===== config.mk =====
export PLATFORM = sky130hd
export DESIGN_NAME = leaf_min_distance_reduce
export DESIGN_NICKNAME = d
export VERILOG_FILES = /design/src/lmdr_pkg.sv /design/src/lmdr_front.sv /design/src/lmdr_queue.sv /design/src/lmdr_back.sv /design/src/leaf_min_distance_reduce.sv
export VERILOG_INCLUDE_DIRS = /design/src /design/src/src
export SDC_FILE = /design/constraint.sdc
export NUM_CORES = 2
export LEC_CHECK = 0
export BUFFER_PORTS_ARGS = -buffer_cell sky130_fd_sc_hd__buf_2
export CORE_UTILIZATION = 65
export CTS_BUF_LIST = sky130_fd_sc_hd__clkbuf_2
export CTS_CLUSTER_SIZE = 20
export DETAILED_ROUTE_END_ITERATION = 6
export HOLD_SLACK_MARGIN = 0.15
export PLACE_DENSITY = 0.89
export SLEW_MARGIN = 5
export SYNTH_ARGS = -nofsm -noshare
export SYNTH_HDL_FRONTEND = slang
export SYNTH_SLANG_ARGS = --single-unit

===== constraint.sdc =====
create_clock -name clk -period 8.7 [get_ports clk]
set_input_delay 2.61 -clock clk [delete_from_list [all_inputs] [get_ports clk]]
set_output_delay 2.61 -clock clk [all_outputs]
set_load 0.02 [all_outputs]

===== src/assert_macros.svh =====
// ============================================================================
// Assertion macros
// Shared concurrent assertion forms for the nearest-distance reduce block.
// They compile to nothing when SYNTHESIS is defined.
// ============================================================================
`ifndef ASSERT_MACROS_SVH
`define ASSERT_MACROS_SVH

`ifndef SYNTHESIS

// Check that expr holds at every clock edge outside reset.
`define ASSERT_ALWAYS(lbl, clk, rst_n, expr, msg) \
    lbl: assert property (@(posedge clk) disable iff (!rst_n) (expr)) else $error(msg);

// Check that expr never holds at a clock edge outside reset.
`define ASSERT_NEVER(lbl, clk, rst_n, expr, msg) \
    lbl: assert property (@(posedge clk) disable iff (!rst_n) !(expr)) else $error(msg);

// Check that cons holds in the cycle after ante.
`define ASSERT_NEXT(lbl, clk, rst_n, ante, cons, msg) \
    lbl: assert property (@(posedge clk) disable iff (!rst_n) (ante) |=> (cons)) else $error(msg);

`else

`define ASSERT_ALWAYS(lbl, clk, rst_n, expr, msg)
`define ASSERT_NEVER(lbl, clk, rst_n, expr, msg)
`define ASSERT_NEXT(lbl, clk, rst_n, ante, cons, msg)

`endif

`endif


===== src/lmdr_pkg.sv =====
// ============================================================================
// lmdr_pkg
// Widths, register indexes and item types of the nearest-distance reduce.
// ============================================================================
`default_nettype none

package lmdr_pkg;

    localparam int COORD_BITS     = 16;
    localparam int SQ_BITS        = 2 * COORD_BITS + 2;
    localparam int DIST_BITS      = COORD_BITS + 1;
    localparam int PROD_BITS      = 2 * COORD_BITS;
    localparam int REM_BITS       = DIST_BITS + 1;
    localparam int ITER_BITS      = $clog2(DIST_BITS);
    localparam int CFG_INDEX_BITS = 8;
    localparam int QDEPTH         = 4;
    localparam int QPTR_BITS      = $clog2(QDEPTH);
    localparam int QCNT_BITS      = QPTR_BITS + 1;

    typedef logic [CFG_INDEX_BITS-1:0] cfg_index_t;
    typedef logic [COORD_BITS-1:0]     coord_t;
    typedef logic [SQ_BITS-1:0]        sq_t;
    typedef logic [DIST_BITS-1:0]      dist_t;

    localparam cfg_index_t REG_QUERY_X = cfg_index_t'(0);
    localparam cfg_index_t REG_QUERY_Y = cfg_index_t'(1);
    localparam cfg_index_t REG_QUERY_Z = cfg_index_t'(2);
    localparam cfg_index_t REG_QUERY_W = cfg_index_t'(3);

    typedef struct packed {
        coord_t     point_x;
        coord_t     point_y;
        coord_t     point_z;
        coord_t     point_w;
        sq_t        prior_min_sq;
        logic       first_point;
        logic       last_point;
    } point_t;

    typedef struct packed {
        sq_t        min_sq;
        dist_t      min_dist;
    } result_t;

    typedef struct packed {
        logic                 empty;
        logic [QCNT_BITS-1:0] level;
    } q_stat_t;

endpackage

`default_nettype wire


===== src/lmdr_front.sv =====
// ============================================================================
// lmdr_front
// Query registers, distance pipeline and running minimum; queues run minima.
// ============================================================================
`default_nettype none

module lmdr_front (
    input  logic                   clk,
    input  logic                   rst_n,
    input  logic                   cfg_valid,
    input  lmdr_pkg::cfg_index_t   cfg_index,
    input  lmdr_pkg::coord_t       cfg_data,
    input  logic                   push,
    output logic                   full,
    input  lmdr_pkg::point_t       point,
    input  lmdr_pkg::q_stat_t      q_stat,
    output logic                   q_wr,
    output lmdr_pkg::sq_t          q_wr_data
);
    import lmdr_pkg::*;

    function automatic coord_t abs_diff(input coord_t a, input coord_t b);
        abs_diff = (a >= b) ? (a - b) : (b - a);
    endfunction

    coord_t                  qx_reg, qy_reg, qz_reg, qw_reg;
    logic                    accept;

    logic                    s1_valid_reg, s1_first_reg, s1_last_reg;
    coord_t                  s1_diff_reg [4];
    sq_t                     s1_prior_reg;

    logic                    s2_valid_reg, s2_first_reg, s2_last_reg;
    logic [PROD_BITS-1:0]    s2_sq_reg [4];
    sq_t                     s2_prior_reg;

    logic                    s3_valid_reg, s3_first_reg, s3_last_reg;
    sq_t                     s3_sum_reg;
    sq_t                     s3_prior_reg;

    sq_t                     run_min_reg, run_min_next;
    sq_t                     cur_min, new_min;
    logic [QCNT_BITS:0]      pending;

    always_ff @(posedge clk or negedge rst_n)
    begin
        if (!rst_n)
        begin
            qx_reg <= '0;
            qy_reg <= '0;
            qz_reg <= '0;
            qw_reg <= '0;
        end
        else if (cfg_valid)
        begin
            case (cfg_index)
                REG_QUERY_X: qx_reg <= cfg_data;
                REG_QUERY_Y: qy_reg <= cfg_data;
                REG_QUERY_Z: qz_reg <= cfg_data;
                REG_QUERY_W: qw_reg <= cfg_data;
                default: ;
            endcase
        end
    end

    // Hold input while queue slots are promised to run ends in flight.
    always_comb
    begin
        pending = (QCNT_BITS+1)'(q_stat.level)
                + (QCNT_BITS+1)'(s1_valid_reg & s1_last_reg)
                + (QCNT_BITS+1)'(s2_valid_reg & s2_last_reg)
                + (QCNT_BITS+1)'(s3_valid_reg & s3_last_reg);
        full = (pending >= (QCNT_BITS+1)'(QDEPTH));
    end

    assign accept = push && !full;

    always_comb
    begin
        cur_min      = s3_first_reg ? s3_prior_reg : run_min_reg;
        new_min      = (s3_sum_reg < cur_min) ? s3_sum_reg : cur_min;
        run_min_next = s3_valid_reg ? new_min : run_min_reg;
        q_wr         = s3_valid_reg && s3_last_reg;
        q_wr_data    = new_min;
    end

    always_ff @(posedge clk or negedge rst_n)
    begin
        if (!rst_n)
        begin
            s1_valid_reg <= 1'b0;
            s2_valid_reg <= 1'b0;
            s3_valid_reg <= 1'b0;
            run_min_reg  <= '1;
        end
        else
        begin
            s1_valid_reg <= accept;
            s2_valid_reg <= s1_valid_reg;
            s3_valid_reg <= s2_valid_reg;
            run_min_reg  <= run_min_next;
        end
    end

    always_ff @(posedge clk)
    begin
        s1_diff_reg[0] <= abs_diff(point.point_x, qx_reg);
        s1_diff_reg[1] <= abs_diff(point.point_y, qy_reg);
        s1_diff_reg[2] <= abs_diff(point.point_z, qz_reg);
        s1_diff_reg[3] <= abs_diff(point.point_w, qw_reg);
        s1_prior_reg   <= point.prior_min_sq;
        s1_first_reg   <= point.first_point;
        s1_last_reg    <= point.last_point;

        // Widen both operands so the square keeps all of its bits.
        for (int i = 0; i < 4; i++)
        begin
            s2_sq_reg[i] <= PROD_BITS'(s1_diff_reg[i]) * PROD_BITS'(s1_diff_reg[i]);
        end
        s2_prior_reg <= s1_prior_reg;
        s2_first_reg <= s1_first_reg;
        s2_last_reg  <= s1_last_reg;

        s3_sum_reg   <= SQ_BITS'(s2_sq_reg[0]) + SQ_BITS'(s2_sq_reg[1])
                      + SQ_BITS'(s2_sq_reg[2]) + SQ_BITS'(s2_sq_reg[3]);
        s3_prior_reg <= s2_prior_reg;
        s3_first_reg <= s2_first_reg;
        s3_last_reg  <= s2_last_reg;
    end

endmodule

`default_nettype wire


===== src/lmdr_queue.sv =====
// ============================================================================
// lmdr_queue
// Short queue of finished run minima between the front and the root unit.
// ============================================================================
`default_nettype none

module lmdr_queue (
    input  logic                clk,
    input  logic                rst_n,
    input  logic                wr_en,
    input  lmdr_pkg::sq_t       wr_data,
    input  logic                rd_en,
    output lmdr_pkg::sq_t       rd_data,
    output lmdr_pkg::q_stat_t   stat
);
    import lmdr_pkg::*;

    sq_t                    mem_reg [QDEPTH];
    logic [QPTR_BITS-1:0]   wr_ptr_reg, rd_ptr_reg;
    logic [QCNT_BITS-1:0]   level_reg, level_next;

    always_comb
    begin
        level_next = level_reg;
        if (wr_en && !rd_en)
        begin
            level_next = level_reg + 1'b1;
        end
        else if (rd_en && !wr_en)
        begin
            level_next = level_reg - 1'b1;
        end
    end

    always_ff @(posedge clk or negedge rst_n)
    begin
        if (!rst_n)
        begin
            wr_ptr_reg <= '0;
            rd_ptr_reg <= '0;
            level_reg  <= '0;
        end
        else
        begin
            if (wr_en)
            begin
                wr_ptr_reg <= wr_ptr_reg + 1'b1;
            end
            if (rd_en)
            begin
                rd_ptr_reg <= rd_ptr_reg + 1'b1;
            end
            level_reg <= level_next;
        end
    end

    always_ff @(posedge clk)
    begin
        if (wr_en)
        begin
            mem_reg[wr_ptr_reg] <= wr_data;
        end
    end

    assign rd_data    = mem_reg[rd_ptr_reg];
    assign stat.level = level_reg;
    assign stat.empty = (level_reg == '0);

endmodule

`default_nettype wire


===== src/lmdr_back.sv =====
// ============================================================================
// lmdr_back
// Bit-pair floor square root of each run minimum and the result register.
// ============================================================================
`default_nettype none

module lmdr_back (
    input  logic                clk,
    input  logic                rst_n,
    input  lmdr_pkg::q_stat_t   q_stat,
    input  lmdr_pkg::sq_t       q_rd_data,
    output logic                q_rd,
    output logic                empty,
    input  logic                pop,
    output lmdr_pkg::result_t   result
);
    import lmdr_pkg::*;

    typedef enum logic [2:0] {
        ST_IDLE = 3'b001,
        ST_CALC = 3'b010,
        ST_DONE = 3'b100
    } state_t;

    localparam logic [ITER_BITS-1:0] ITER_LAST = ITER_BITS'(DIST_BITS - 1);

    state_t                 state_reg, state_next;
    logic [ITER_BITS-1:0]   cnt_reg, cnt_next;
    sq_t                    val_reg, val_next;
    sq_t                    sq_reg, sq_next;
    logic [REM_BITS-1:0]    rem_reg, rem_next;
    dist_t                  root_reg, root_next;
    logic                   out_valid_reg, out_valid_next;
    result_t                out_reg, out_next;

    logic [REM_BITS+1:0]    rem_try;
    logic [REM_BITS+1:0]    trial;
    logic                   take;
    logic                   load_out;

    always_comb
    begin
        rem_try = {rem_reg, val_reg[SQ_BITS-1 -: 2]};
        trial   = (REM_BITS+2)'({root_reg, 2'b01});
        take    = (rem_try >= trial);
    end

    always_comb
    begin
        state_next     = state_reg;
        cnt_next       = cnt_reg;
        val_next       = val_reg;
        sq_next        = sq_reg;
        rem_next       = rem_reg;
        root_next      = root_reg;
        out_next       = out_reg;
        q_rd           = 1'b0;
        load_out       = 1'b0;

        case (state_reg)
            ST_IDLE:
            begin
                if (!q_stat.empty)
                begin
                    q_rd       = 1'b1;
                    val_next   = q_rd_data;
                    sq_next    = q_rd_data;
                    rem_next   = '0;
                    root_next  = '0;
                    cnt_next   = '0;
                    state_next = ST_CALC;
                end
            end
            ST_CALC:
            begin
                rem_next  = take ? REM_BITS'(rem_try - trial) : REM_BITS'(rem_try);
                root_next = {root_reg[DIST_BITS-2:0], take};
                val_next  = {val_reg[SQ_BITS-3:0], 2'b00};
                cnt_next  = cnt_reg + 1'b1;
                if (cnt_reg == ITER_LAST)
                begin
                    state_next = ST_DONE;
                end
            end
            ST_DONE:
            begin
                if (!out_valid_reg || pop)
                begin
                    load_out         = 1'b1;
                    out_next.min_sq   = sq_reg;
                    out_next.min_dist = root_reg;
                    state_next       = ST_IDLE;
                end
            end
            default:
            begin
                state_next = ST_IDLE;
            end
        endcase

        if (load_out)
        begin
            out_valid_next = 1'b1;
        end
        else if (pop)
        begin
            out_valid_next = 1'b0;
        end
        else
        begin
            out_valid_next = out_valid_reg;
        end
    end

    always_ff @(posedge clk or negedge rst_n)
    begin
        if (!rst_n)
        begin
            state_reg     <= ST_IDLE;
            out_valid_reg <= 1'b0;
        end
        else
        begin
            state_reg     <= state_next;
            out_valid_reg <= out_valid_next;
        end
    end

    always_ff @(posedge clk)
    begin
        cnt_reg  <= cnt_next;
        val_reg  <= val_next;
        sq_reg   <= sq_next;
        rem_reg  <= rem_next;
        root_reg <= root_next;
        out_reg  <= out_next;
    end

    assign empty  = !out_valid_reg;
    assign result = out_reg;

endmodule

`default_nettype wire


===== src/leaf_min_distance_reduce.sv =====
// ----------------------------------------------------------------------------
// Usage:
// Write the query point through the cfg channel (index 0..3 for x, y, z, w;
// other indexes are ignored). cfg_ready is always high; write only while the
// block is idle.
// Push leaf points with push/full. The first point of a run loads the prior
// best square, the last point produces one request on the result side.
// Throughput: one point per cycle while full is low. From the last point's
// push to empty falling, a run end passes 3 distance stages, one queue write,
// then the root unit (a load step, 17 iterations of one bit pair each, and a
// hand-over to the result register).
// The root unit handles one run end at a time; up to 4 run minima wait
// in the queue in front of it, and full rises when those slots are spoken
// for by queued and in-flight run ends.
// When the receiver stalls, the result is held and one more finished run
// waits in the root unit; the queue then fills and full holds the input.
// Reset clears the query to zero, the running minimum to all ones and
// empties every stage. No clearing pass is needed.
// ----------------------------------------------------------------------------
// ============================================================================
// leaf_min_distance_reduce
// Running minimum of squared 4-D distances over leaf runs, with floor root.
// ============================================================================
`default_nettype none
`include "assert_macros.svh"

module leaf_min_distance_reduce (
    input  logic                  clk,
    input  logic                  rst_n,
    input  logic                  cfg_valid,
    output logic                  cfg_ready,
    input  lmdr_pkg::cfg_index_t  cfg_index,
    input  lmdr_pkg::coord_t      cfg_data,
    input  logic                  push,
    output logic                  full,
    input  lmdr_pkg::point_t      point,
    output logic                  empty,
    input  logic                  pop,
    output lmdr_pkg::result_t     result
);
    import lmdr_pkg::*;

    logic       q_wr;
    logic       q_rd;
    sq_t        q_wr_data;
    sq_t        q_rd_data;
    q_stat_t    q_stat;

    // Configuration writes are always accepted.
    assign cfg_ready = 1'b1;

    // Front: query registers, distance pipeline, running minimum.
    lmdr_front u_front (
        .clk       (clk),
        .rst_n     (rst_n),
        .cfg_valid (cfg_valid),
        .cfg_index (cfg_index),
        .cfg_data  (cfg_data),
        .push      (push),
        .full      (full),
        .point     (point),
        .q_stat    (q_stat),
        .q_wr      (q_wr),
        .q_wr_data (q_wr_data)
    );

    // Decouple the point stream from the multi-cycle root unit.
    lmdr_queue u_queue (
        .clk     (clk),
        .rst_n   (rst_n),
        .wr_en   (q_wr),
        .wr_data (q_wr_data),
        .rd_en   (q_rd),
        .rd_data (q_rd_data),
        .stat    (q_stat)
    );

    // Back: floor square root and the result register.
    lmdr_back u_back (
        .clk       (clk),
        .rst_n     (rst_n),
        .q_stat    (q_stat),
        .q_rd_data (q_rd_data),
        .q_rd      (q_rd),
        .empty     (empty),
        .pop       (pop),
        .result    (result)
    );

    // The full flag must reserve a slot for every run end in flight.
    `ASSERT_NEVER(a_q_overflow, clk, rst_n, q_wr && !q_rd && (q_stat.level == QCNT_BITS'(QDEPTH)), "run minimum written into a full queue")
    // The root unit must only take a run minimum that is there.
    `ASSERT_NEVER(a_q_underflow, clk, rst_n, q_rd && q_stat.empty, "root unit read an empty queue")
    // Queue fill moves by at most one entry per cycle.
    `ASSERT_NEXT(a_q_level_step, clk, rst_n, 1'b1, (q_stat.level == $past(q_stat.level)) || (q_stat.level == $past(q_stat.level) + 1'b1) || (q_stat.level == $past(q_stat.level) - 1'b1), "queue level jumped")

endmodule

`default_nettype wire


==> results.cfg <==
[routing]
viasPerCell = 5.722
wl_per_cell_um = 18.26
vias = 46560
dr.pass1.iters = 7
drt_wl_total_um = 148600
ant_nets = 0
drc_errors = 1
drtIter0Drc = 3976

[timing]
timing.fmax_mhz = 150.1
drv_slew = 0
finalCritPeriodShare = 0.7657
fin_skew_ns = 0.1439
tns_ns = 0
relSlewSlack = 0.1623
report.final.setup_viol = 0
worst_pin_slew_ns = 1.253
fin_crit_ns = 6.662
grt_setup_unrepaired = false
timing.final.ws_setup_ns = 2.038
hold_viol_final = 0

[logic_synthesis]
yosysSeqAreaShare = 0.2863
async_flop_share = 0.1520
yosys.area.top_type = fa_1
synth_edf_count = 295
synth_most_common_cell = inv_1
ys.flop_type = dfxtp_1
ys_ff_latch = 737
syn_inst = 6522
yosys_warnings = 0
avgSynthCellArea_sq_um = 9.807
yosys.cell_types.count = 95
yosysTopAreaCellShare = 0.2166
yosys-top-cells-area = fa_1, edfxtp_1, ha_1, dfxtp_1, inv_1
syn-cell-area_sq_um = 63960
synthTopCellsByCount = inv_1, fa_1, ha_1, nand2_1, dfxtp_1

[setup_path]
path_class = reg -> reg
path_max_fanout = 13
crit_end = u_front.s2_sq_reg[3][29]
cp.arrival_ns = 7.92
reg2reg_depth = 20
r2r_setup_slack_ns = 2.04
worstSetupEndpointType = register
cp.required_ns = 9.95
reg2reg_from = u_front.s1_diff_reg[3][8]
start_kind = register
regToRegEndpoint = u_front.s2_sq_reg[3][29]
crit_start = u_front.s1_diff_reg[3][8]

[run_status]
violations = DRC
status = complete, but fails checks

[global_routing]
grt_first_pass_wirelength_um = 242000
antenna_found_initial = 4
grt_usage = 0.3051
grt_pass1_vias = 48560
overflow = 0
grt_max_degree = 78

[clocking]
ctsResizeCount = 0
clock-sinks = 737
cts_tree = yes
cts_made_buffers = 188
htreeDepth = 4
path_clk_slew_ns = 0.10
cts_post_setup_buffers_inserted = 0
clock-root-buffer = clkbuf_2
hold_buffers = 0
cts_buffer_depth = 3
insertion_delay_ns = 1.52

[finish]
nNetsFinal = 8188
nFillCells = 7021
area_growth_pct = 5.683
largest_register_ffs = 136
drive_gt1_frac = 0.1012

[floorplan]
fp.coreArea_sq_um = 97140
die_w_um = 315.7
num_rows = 114
ioPinCount = 183
start_util = 0.6585
dieArea_sq_um = 99660
dieHeight_um = 315.7

[placement]
numPortBuffers = 181
hpwl_um = 117600
place_ws_ns = 2.162
routabilityCongestion = 0.9704

[flow_run]
cap_violations = 0

[hold_path]
hold_path.class = reg -> reg
==> placed cells by master, fill, tap and decap left out, drive strengths merged, types with 27 or more instances in the layout <==
cell,instances
nor2,267
and3,37
dfxtp,330
nor2b,56
o311ai,39
mux2i,44
ha,654
mux2,63
clkbuf,265
o22ai,37
nor3,47
o21ai,216
buf,204
nand3,128
dfstp,35
inv,1428
fa,692
nand4,28
nand2,533
xnor2,188
mux4,34
o21bai,40
a21o,137
a211oi,32
a21oi,293
a31oi,42
dfrtp,77
and2,164
clkinv,58
nand2b,27
a221oi,39
o21a,32
edfxtp,295
xor2,87
==> area by class of cell <==
cell class	count	area (sq um)	area share
antenna	4	10.01	0.0001481
timing repair buffer	204	1081	0.01599
sequential	737	18320	0.2710
inverter	1420	5330	0.07885
multi-input combinational	4162	39530	0.5848
clock buffer	265	1326	0.01962
clock inverter	69	406.6	0.006016
tap	1276	1597	0.02362
==> worst max-delay path, cell delays in order, from the launching register on <==
cell,delay (ns)
dfxtp_1,0.72
inv_1,0.29
ha_1,0.37
xnor2_1,0.27
fa_1,0.49
fa_1,0.56
fa_1,0.44
fa_1,0.50
inv_1,0.05
fa_1,0.48
inv_1,0.04
ha_1,0.37
a21o_1,0.19
a21o_1,0.17
a21oi_1,0.17
nor3b_1,0.07
a2111oi_0,0.56
o311ai_0,0.36
nand2_1,0.16
a21oi_1,0.08
xor2_1,0.14
==> logic make-up after synthesis <==
| family | after synthesis | share of synthesized area |
|---|---|---|
| AND/OR/NAND/NOR | 1373 | 0.1013 |
| XOR/XNOR | 275 | 0.03766 |
| multiplexers | 141 | 0.02995 |
| AO/OA/AOI/OAI | 1024 | 0.1036 |
| other | 2 | 0.0001174 |
| buffers and inverters | 1624 | 0.09659 |
| flip-flops | 737 | 0.2863 |
| adder cells (fa/ha/maj) | 1346 | 0.3445 |
==> how the worst min path moves through the flow <==
stage,cells after the start,endpoint,slack [ns],startpoint
after global routing,0,u_front.s2_prior_reg[4],0.32,u_front.s1_prior_reg[4]
after global placement,0,u_front.s3_prior_reg[24],0.31,u_front.s2_prior_reg[24]
after detailed placement,0,u_front.s2_prior_reg[26],0.31,u_front.s1_prior_reg[26]
after floorplan,0,u_front.s2_first_reg,0.31,u_front.s1_first_reg
final,0,u_front.s3_prior_reg[23],0.32,u_front.s2_prior_reg[23]
after CTS,0,u_front.s3_prior_reg[15],0.32,u_front.s2_prior_reg[15]
==> per-stage QoR <==
step,std cells,hold slack (ns),area (sq um),utilization
after global routing,8137,0.3204,67600,0.6959
after global placement,7799,0.3116,65860,0.6780
after detailed placement,7799,0.3121,65860,0.6780
after floorplan,6523,0.3096,63970,-
final,8137,0.3216,67600,0.6959
after CTS,8133,0.3239,67590,0.6958
==> per-layer routing <==
layer | track usage | up-vias | wire length [um]
met4 | 0.1366 | 0 | 6118
met5 | 0 | - | 0
met3 | 0.05392 | 375 | 10630
li1 | - | 21560 | -
met2 | 0.5249 | 1998 | 73740
met1 | 0.3757 | 22620 | 58100
Power is left out: the tool's default activity adds up to more than one toggle a clock period on the data nets, which glitch-free logic cannot reach.
